===== config.mk =====
export PLATFORM = sky130hd
export DESIGN_NAME = psq_front
export DESIGN_NICKNAME = d
export VERILOG_FILES = /design/src/hdl/psq_pkg.sv /design/src/hdl/psq_front.sv
export SDC_FILE = /design/constraint.sdc
export NUM_CORES = 1
export LEC_CHECK = 0
export BUFFER_PORTS_ARGS = -buffer_cell sky130_fd_sc_hd__buf_2
export CAP_MARGIN = 30
export CORE_MARGIN = 2
export CORE_UTILIZATION = 40
export DETAILED_ROUTE_END_ITERATION = 8
export MAX_ROUTING_LAYER = met4
export PLACE_DENSITY = 0.66
export SYNTH_ARGS = -nofsm -noshare
export SYNTH_HDL_FRONTEND = slang
export SYNTH_SLANG_ARGS = --single-unit

===== constraint.sdc =====
create_clock -name clk -period 1.5 [get_ports clk]
set_input_delay 0.3 -clock clk [delete_from_list [all_inputs] [get_ports clk]]
set_output_delay 0.3 -clock clk [all_outputs]
set_load 0.005 [all_outputs]

===== src/hdl/psq_pkg.sv =====
// Shared types, codes and defaults of the packet slot queue.
package psq_pkg;

    // Default sizing of the queue
    localparam int SLOTS_DEF         = 16;
    localparam int PAYLOAD_BYTES_DEF = 1024;
    localparam int HEADER_BYTES_DEF  = 8;

    // Fixed widths of the word fields
    localparam int BYTE_W   = 8;
    localparam int STATUS_W = 3;
    localparam int LENGTH_W = 11;
    localparam int QUEUED_W = 5;

    // Operation code of an input word
    localparam logic OP_WRITE = 1'b0;
    localparam logic OP_READ  = 1'b1;

    // Result status codes
    typedef enum logic [STATUS_W-1:0] {
        ST_OK       = 3'd0,
        ST_EMPTY    = 3'd1,
        ST_FULL     = 3'd2,
        ST_OVERSIZE = 3'd3,
        ST_SHORT    = 3'd4
    } status_t;

    // Command classes handed from the front to the back
    typedef enum logic [1:0] {
        CMD_WRITE      = 2'd0,
        CMD_WRITE_LAST = 2'd1,
        CMD_READ       = 2'd2
    } cmd_kind_t;

    typedef struct packed {
        cmd_kind_t          kind;
        logic [BYTE_W-1:0]  data;
    } cmd_t;

endpackage


===== src/hdl/psq_front.sv =====
// Front end: accepts input words, classifies them and buffers them as commands.
module psq_front (
    input  logic                        clk,
    input  logic                        rst_n,
    input  logic                        in_valid,
    output logic                        in_stall,
    input  logic                        opcode,
    input  logic [psq_pkg::BYTE_W-1:0]  in_byte,
    input  logic                        in_last,
    output logic                        cmd_valid,
    output psq_pkg::cmd_t               cmd,
    input  logic                        cmd_take
);
    import psq_pkg::*;

    cmd_t        q_reg [0:1];
    logic        wr_ptr_reg, wr_ptr_next;
    logic        rd_ptr_reg, rd_ptr_next;
    logic [1:0]  fill_reg, fill_next;
    logic        push;
    cmd_t        in_cmd;

    // Classify the incoming word
    always_comb
    begin
        in_cmd.data = in_byte;
        if (opcode == OP_READ)
            in_cmd.kind = CMD_READ;
        else if (in_last)
            in_cmd.kind = CMD_WRITE_LAST;
        else
            in_cmd.kind = CMD_WRITE;
    end

    // Two-entry command queue control
    assign in_stall  = (fill_reg == 2'd2);
    assign push      = in_valid && !in_stall;
    assign cmd_valid = (fill_reg != 2'd0);
    assign cmd       = q_reg[rd_ptr_reg];

    always_comb
    begin
        wr_ptr_next = push ? ~wr_ptr_reg : wr_ptr_reg;
        rd_ptr_next = cmd_take ? ~rd_ptr_reg : rd_ptr_reg;
        fill_next   = fill_reg + 2'(push) - 2'(cmd_take);
    end

    always_ff @(posedge clk or negedge rst_n)
    begin
        if (!rst_n)
        begin
            wr_ptr_reg <= 1'b0;
            rd_ptr_reg <= 1'b0;
            fill_reg   <= 2'd0;
        end
        else
        begin
            wr_ptr_reg <= wr_ptr_next;
            rd_ptr_reg <= rd_ptr_next;
            fill_reg   <= fill_next;
        end
    end

    // Queue storage, payload only
    always_ff @(posedge clk)
    begin
        if (push)
            q_reg[wr_ptr_reg] <= in_cmd;
    end

endmodule


==> summary.txt, run 1 <==
Floorplan
  • Width of the die: roughly 53 µm
  • Rows: 17
  • Initial Util: 0.429
  • Core area: 2230 µm²
  • Ports: 26
  • Die H: roughly 53 µm
  • Full die area: 2800 µm²

Layout
  • Register area: 701 µm²
  • Multi-input logic area: 293 µm²
  • Max reg flops: 20
  • Nets: 104
  • Antenna Cells: 0
  • Fill count: 185
  • Share of layout cells above drive strength 1: 0.655
  • Post-route cell area: 1330 µm²
  • Area growth, synth to finish: 39.0%
  • Layout Utilization: 0.597

Detailed routing
  • Final ANT Viol Nets: 0
  • Routed length per instance: 13.2 µm
  • Drt pass-1 iters: 3
  • Vias per std cell: ~4.6
  • DRC violations left: 0
  • 1st-iter DRT viols: 9
  • DRT Wirelength: 1520 µm
  • Via count: roughly 530

Critical path
  • CP max FO: 9
  • Levels on crit path: 3
  • RR Startpoint: fill_reg[1]$_DFF_PN0_
  • WP buf/inv: 2
  • Reg2Reg Setup Slack: around 70 ps
  • Worst reg2reg endpoint: fill_reg[1]$_DFF_PN0_
  • R2R depth: 7
  • Crit. Startpoint: rd_ptr_reg$_DFFE_PN0P_
  • Critical path class: reg -> out
  • Startpoint types: flop
  • Crit-path leading delay family: flip-flops
  • Slowest-stage cell, CP: dfrtp_1
  • Crit path DAT: 1300 ps
  • Crit-path max cell delay: 420 ps
  • Req. time, crit path: 1200 ps
  • CP endpoint kind: primary output
  • Crit-path cells: buf_8 > mux2_4 > buf_6

Outcome
  • Status: finished, violations left
  • Failing checks: setup timing

STA
  • Max_slew headroom: 0.838
  • Fmax: roughly 630 MHz
  • Worst setup margin: -98.2 ps
  • Final Hold Viols: 0
  • Final count of pins violating max slew: 0
  • RSZ-0062 raised after global routing: yes
  • Worst hold margin: 180 ps
  • Final Setup Violations: 10
  • Fin crit period: 1600 ps
  • Final period util: 1.07
  • Worst clock skew: 4.94 ps
  • Least-Margin Pin Slew: 243 ps

GRT
  • Antenna violations before repair: 0
  • First-pass GRT wire length: 2290 µm
  • Number of global-route vias before repair: ~560
  • Largest net degree at the start of global routing: 14
  • All-Layer GR Usage: 0.120
  • Total grt overflow: 0

Yosys
  • Number of synthesized flops with an enable pin: 20
  • Yosys reg bits: 24
  • Synth unique cells: 15
  • Most frequent cell after synthesis: edfxtp_1
  • Leading cell types by count after synthesis: edfxtp_1, mux2_4, dfrtp_1
  • Synth Cell Area: 958 µm²
  • Syn_nets: 65
  • Yosys top cell area share: 0.627
  • Ys Warns: 0
  • Synth area leaders: edfxtp_1, mux2_4, dfrtp_1
  • Leading area contributor after synthesis: edfxtp_1
  • Syn_area_per_cell: 19.6 µm²
  • Seq/Total Area, Yosys: 0.731
  • Post-Syn Instances: 49
  • Most used DFF post-synth: edfxtp_1
  • Async SR Flop Fraction: 0.167

Placed design
  • DPL Wire Length: 978 µm
  • Place WS: between 3 and 4 ps
  • GP Congestion: 0.543
  • IO buf count: 25
  • Placed cell area: around 1100 µm²

Power and ir drop
  • Peak VDD IR: between 0.001 and 0.0015 V
  • Static leakage power: between 0.5 and 0.6 nW
  • P per Cell Area: 1820 nW/µm²
  • PnR Total Power: 0.00243 W

Clock tree
  • Num CTS Buffers: 3
  • Worst-path clk slew: about 120 ps
  • Max Root-Sink Buffers: 2
  • CTS tree: built
  • Root buffer cell: clkbuf_4
  • Worst skew pair latency: 300 ps
  • H-tree levels: 1
  • Sink Count: 24

Worst hold path
  • WHS Path Cells: 1
  • Hold Path Class: in -> reg
  • Hold Path End: q_reg[1][3]$_DFFE_PP_
  • Worst Hold Launch: in_byte[3]

Flow run
  • Max_cap viols: 0
-- cells in the final DEF (no fill, tap or decap), types with 2 or more instances in the layout --
cell type  synthesis  routed
mux2_4             9       9
buf_6              1      10
dfrtp_1            4       4
buf_4              0       7
xnor2_1            3       2
ha_4               0       2
buf_2              0      16
inv_2              0       2
clkbuf_4           0       3
edfxtp_1          20      20
-- cell families after synthesis --
family | synth area share
flops | 0.731
mux | 0.153
simple gates | 0.0340
xor+xnor | 0.0366
buf+inv | 0.0196
fa+ha+maj | 0.0261
-- worst max path at each step --
stage	endpoint	slack (ps)
global route	cmd[0]	-170
CTS	cmd[9]	-110
floorplan	q_reg[0][0]$_DFFE_PP_	90
detailed placement	fill_reg[1]$_DFF_PN0_	3
finish	cmd[0]	-100
global placement	fill_reg[1]$_DFF_PN0_	100
-- final cells by class --
type | instances | area share
clock buffer | 4 | 0.0197
inverter | 2 | 0.00563
multi-input combinational | 22 | 0.220
sequential | 24 | 0.526
tap | 28 | 0.0263
timing repair buffer | 35 | 0.203
-- routing by layer --
layer	share of wire	track usage	vias up
met5	0	-	-
met4	0.0059	0.0513	0
met3	0.051	0.0254	2
met2	0.51	0.204	18
met1	0.43	0.138	251
li1	-	-	255
-- worst register-to-register path, cell delays in order (launching register included) --
cell	delay, ps
dfrtp_1	450
nand2b_4	100
nand2_2	70
ha_4	260
inv_2	40
ha_4	150
xnor2_2	130
xnor2_1	130
-- stage by stage --
stage,instances,setup TNS (ps)
after floorplan,49,0
after CTS,114,-1010
after global routing,115,-1620
after detailed placement,105,0
final,115,-923
after global placement,105,0
-- power breakdown --
| part | switching, W | total [W] | internal [W] |
|---|---|---|---|
| logic | 0.000411 | 0.00114 | 0.000725 |
| registers | 0.0000917 | 0.00102 | 0.000927 |
| clock network | 0.000171 | 0.000275 | 0.000104 |
-- timing repair --
action / 4_1_cts / 5_1_grt
setup endpoints to repair: 10 / 33
cloned: 0 / 0
gates resized for setup: 8 / 16
pin swaps: 4 / 4
hold buffers: 1 / 0
endpoints found under the hold margin: 4 / 0
setup buffers: 4 / 1
(Power assumes the default switching activity.)
==> run 2: changes to the inputs <==
REMOVE_ABC_BUFFERS = 1   (was default)
==> summary.txt, run 2 (same netlist as run 1, synthesis figures left out) <==
Detailed routing
  • 1st-iter DRT viols: 9
  • Final ANT Viol Nets: 0
  • Via count: approximately 500
  • Drt pass-1 iters: 3
  • Vias per std cell: approximately 4.5
  • Routed length per instance: 12.8 µm
  • DRC violations left: 0
  • DRT Wirelength: 1460 µm

Critical path
  • Crit-path leading delay family: flip-flops
  • Crit path DAT: 1310 ps
  • CP max FO: 6
  • Crit-path cells: buf_6 > mux2_4 > buf_6
  • CP endpoint kind: primary output
  • Slowest-stage cell, CP: dfrtp_1
  • Critical path class: reg -> out
  • WP buf/inv: 2
  • Crit-path max cell delay: 430 ps
  • Req. time, crit path: 1200 ps
  • Crit path top cell by count: buf_6
  • Startpoint types: flop

STA
  • Final Setup Violations: 10
  • Worst clock skew: 8.80 ps
  • Max_slew headroom: 0.687
  • Fin crit period: about 1600 ps
  • Least-Margin Pin Slew: 469 ps
  • Worst setup margin: -110 ps
  • Final period util: 1.07
  • Final count of pins violating max slew: 0
  • RSZ-0062 raised after global routing: yes
  • Final Hold Viols: 0
  • Fmax: ~620 MHz

Placed design
  • GP Congestion: 0.567
  • IO buf count: 25
  • Placed cell area: 1140 µm²
  • Post-Place Cells: 106

Clock tree
  • Worst-path clk slew: 130 ps
  • Sink Count: 24
  • H-tree levels: 1
  • Worst skew pair latency: ~310 ps
  • Max Root-Sink Buffers: 2
  • Num CTS Buffers: 3
  • CTS tree: built
  • Root buffer cell: clkbuf_4

Floorplan
  • Rows: 17
  • Ports: 26
  • Core area: 2230 µm²
  • Width of the die: ~53 µm
  • Die H: 53.0 µm
  • Full die area: 2800 µm²
  • Initial Util: 0.429

Worst hold path
  • Hold Path Class: in -> reg

Layout
  • Non-Filler Instances: 114
  • Antenna Cells: 0
  • Max reg flops: 20
  • Share of layout cells above drive strength 1: 0.593
  • Layout Utilization: 0.596
  • Area growth, synth to finish: 38.8%
  • Nets: between 100 and 150
  • Commonest non-fill, non-tap cell in the layout: edfxtp_1
  • Post-route cell area: 1330 µm²
  • Most frequent cells in the layout: edfxtp_1, buf_2, buf_6

Outcome
  • Failing checks: setup timing
  • Status: finished, violations left

GRT
  • Total grt overflow: 0
  • Antenna violations before repair: 0
  • First-pass GRT wire length: ~2300 µm
  • Number of global-route vias before repair: 515
  • All-Layer GR Usage: 0.123
  • Largest net degree at the start of global routing: 15

Power and ir drop
  • P per Cell Area: about 1900 nW/µm²
  • Peak VDD IR: around 0.0011 V
  • Static leakage power: approximately 0.58 nW
  • PnR Total Power: 0.00256 W

Flow run
  • Max_cap viols: 0
[run 2: power by group]
group / internal [W] / leakage, nW / total [W] / switching, W
registers: 0.000927 / 0.233 / 0.00101 / 0.0000863
clock network: 0.000270 / 0.0279 / 0.000461 / 0.000191
logic: 0.000710 / 0.315 / 0.00108 / 0.000371
[run 2: final cells by class]
class	count	area, µm²
sequential	24	701
clock buffer	3	22.5
inverter	2	7.51
multi-input combinational	22	263
fill	184	903
timing repair buffer	34	272
clock inverter	1	30.0
tap	28	35.0
[run 2: per-stage QoR]
stage | hold WS (ps) | TNS (ps) | worst slack [ps]
after global routing | 146 | -1620 | -162
after detailed placement | 113 | 0 | 42.9
after global placement | 109 | 0 | 101
final | 163 | -1060 | -110
after CTS | 159 | -1180 | -124
after floorplan | 4.41 | 0 | 89.2
[run 2: path summary, 6_finish.rpt]
kind | end | cells past startpoint | from | slack [ps]
worst max-delay path | cmd[1] | 3 | rd_ptr_reg$_DFFE_PN0P_ | -110
worst min-delay path | q_reg[1][7]$_DFFE_PP_ | 1 | in_byte[7] | 160
worst max register to register | fill_reg[1]$_DFF_PN0_ | 7 | fill_reg[1]$_DFF_PN0_ | 50
worst min register to register | wr_ptr_reg$_DFFE_PN0P_ | 1 | wr_ptr_reg$_DFFE_PN0P_ | 520
max in group asynchronous | fill_reg[0]$_DFF_PN0_ | 2 | rst_n | 1060
min in group asynchronous | fill_reg[1]$_DFF_PN0_ | 2 | rst_n | 300
[run 2: metal layers]
| metal | global-route usage | share of wire |
|---|---|---|
| met5 | - | 0 |
| met4 | 0.0641 | 0.0062 |
| met3 | 0.0311 | 0.043 |
| met2 | 0.194 | 0.50 |
| met1 | 0.145 | 0.45 |
[run 2: repair_timing]
| action | in CTS | in global routing |
|---|---|---|
| endpoints found under the hold margin | 4 | 0 |
| pin swaps | 0 | 2 |
| endpoints found under the setup margin | 10 | 12 |
| setup buffers | 1 | 2 |
| hold buffers | 1 | 0 |
| resized for setup | 9 | 9 |
==> run 3: changes to the inputs <==
ABC_AREA = 0   (was default)
clock period = 1.4 ns   (was 1.5 ns; I/O delays follow)
==> summary.txt, run 3 (same netlist as run 1, synthesis figures left out) <==
Clock tree
  • Worst skew pair latency: 300 ps
  • Max Root-Sink Buffers: 2
  • Sink Count: 24
  • Root buffer cell: clkbuf_4
  • H-tree levels: 1
  • Worst-path clk slew: 120 ps
  • CTS tree: built
  • Num CTS Buffers: 3

Layout
  • Share of layout cells above drive strength 1: 0.652
  • Area growth, synth to finish: 44.1%
  • Most frequent cells in the layout: edfxtp_1, buf_6, buf_2
  • Fill count: 187
  • Max reg flops: 20
  • Commonest non-fill, non-tap cell in the layout: edfxtp_1
  • Non-Filler Instances: roughly 120
  • Antenna Cells: 0
  • Nets: about 110

Critical path
  • CP endpoint kind: primary output
  • Crit. Startpoint: rd_ptr_reg$_DFFE_PN0P_
  • Critical path endpoint: cmd[1]
  • RR Startpoint: fill_reg[1]$_DFF_PN0_
  • Req. time, crit path: 1120 ps
  • Startpoint types: flop
  • CP max FO: 7
  • Worst reg2reg endpoint: fill_reg[1]$_DFF_PN0_
  • Critical path class: reg -> out
  • R2R depth: 7
  • Crit path DAT: about 1300 ps
  • Reg2Reg Setup Slack: 0 ps

Placed design
  • GP Congestion: between 0.6 and 0.7
  • DPL Wire Length: between 1000 and 1500 µm
  • IO buf count: 25
  • Post-Place Cells: 108

GRT
  • Antenna violations before repair: 0
  • Total grt overflow: 0
  • Number of global-route vias before repair: 563
  • All-Layer GR Usage: 0.120
  • Largest net degree at the start of global routing: 14
  • First-pass GRT wire length: 2300 µm

STA
  • Worst clock skew: 7.30 ps
  • Least-Margin Pin Slew: 257 ps
  • Final Hold Viols: 0
  • Final period util: 1.13
  • Final count of pins violating max slew: 0
  • Worst hold margin: 162 ps
  • RSZ-0062 raised after global routing: yes
  • Worst setup margin: -180 ps
  • Fin crit period: between 1500 and 2000 ps
  • Sum Neg Setup Slack: -1810 ps
  • Fmax: 633 MHz
  • Final Setup Violations: 11
  • Max_slew headroom: 0.828

Power and ir drop
  • Clock Power Share: 0.103
  • P per Cell Area: 1980 nW/µm²
  • Share of power burned in combinational logic: 0.503
  • Peak VDD IR: ~0.0012 V
  • Sw frac: 0.268
  • Seq pwr share: 0.394
  • Pint: 0.00201 W
  • Static leakage power: 0.587 nW
  • Switching power: 0.000733 W

Detailed routing
  • Routed length per instance: 12.1 µm
  • Vias per std cell: ~4.6
  • Via count: 541
  • 1st-iter DRT viols: 6
  • DRT Wirelength: between 1000 and 1500 µm
  • DRC violations left: 0
  • Final ANT Viol Nets: 0
  • Drt pass-1 iters: 4

Floorplan
  • Full die area: 2800 µm²
  • Width of the die: 53.0 µm
  • Rows: 17
  • Core area: 2230 µm²
  • Initial Util: 0.429
  • Ports: 26
  • Die H: 53.0 µm

Outcome
  • Failing checks: setup timing
  • Status: finished, violations left

Flow run
  • Max_cap viols: 0

Worst hold path
  • Hold Path Class: in -> reg
==> run 3: cell count changes in the layout (fill, tap and decap cells not counted), moves of 2 or more <==
cell / delta
ha_4: +2
buf_6: +3
inv_2: +2
inv_1: -2
==> run 3: repair_timing <==
| action | 4_1_cts | 5_1_grt |
|---|---|---|
| setup buffers | 3 | 1 |
| endpoints found under the hold margin | 4 | 0 |
| setup endpoints to repair | 12 | 31 |
| pin swaps | 6 | 2 |
| hold buffers | 1 | 0 |
| resized for setup | 20 | 8 |
==> run 3: critical path: stages, from the launching register on <==
cell and delay, ps:
dfrtp_1 440, buf_12 160, mux2_4 300, buf_6 110
==> run 3: how the worst min path moves through the flow <==
stage	startpoint	to	slack, ps	cells after the start
after detailed placement	rst_n	fill_reg[0]$_DFF_PN0_	90	1
after global placement	rst_n	fill_reg[0]$_DFF_PN0_	90	1
after floorplan	rst_n	fill_reg[0]$_DFF_PN0_	-20	0
after global routing	in_byte[4]	q_reg[1][4]$_DFFE_PP_	150	1
after CTS	in_byte[5]	q_reg[1][5]$_DFFE_PP_	150	1
final	in_byte[5]	q_reg[1][5]$_DFFE_PP_	160	1
==> run 3: metal layers <==
metal | share of wire | vias to the layer above | GRT usage
met5 | 0 | - | -
met4 | 0.0063 | 0 | 0.0385
met3 | 0.068 | 2 | 0.0282
met2 | 0.54 | 17 | 0.223
met1 | 0.39 | 261 | 0.123
li1 | - | 261 | -
==> run 3: metrics by stage <==
step / utilization / power [W] / cell area, µm² / setup slack, ps
after CTS: 0.596 / 0.00263 / 1330 / -201
final: 0.618 / 0.00274 / 1380 / -180
after floorplan: - / 0.00158 / 947 / -10.8
after global routing: 0.618 / 0.00291 / 1380 / -238
after global placement: 0.525 / 0.00198 / 1170 / 28.9
after detailed placement: 0.525 / 0.00202 / 1170 / -57.3
==> run 3: power groups by stage <==
| stage | Sequential, W | Combinational, W | Clock, W |
|---|---|---|---|
| after floorplan | 0.00112 | 0.000460 | 0 |
| after global placement | 0.00107 | 0.000913 | 0 |
| after detailed placement | 0.00108 | 0.000942 | 0 |
| after CTS | 0.00108 | 0.00125 | 0.000298 |
| after global routing | 0.00110 | 0.00149 | 0.000320 |
| final | 0.00108 | 0.00138 | 0.000282 |
==> run 3: cell type report <==
cell class | instances | area, µm² | area share
inverters | 2 | 7.51 | 0.00543
multi-input cells | 22 | 294 | 0.213
clock buffers | 3 | 22.5 | 0.0163
flip-flops and latches | 24 | 701 | 0.507
clock inverters | 1 | 3.75 | 0.00272
well taps | 28 | 35.0 | 0.0254
repair buffers | 37 | 318 | 0.230
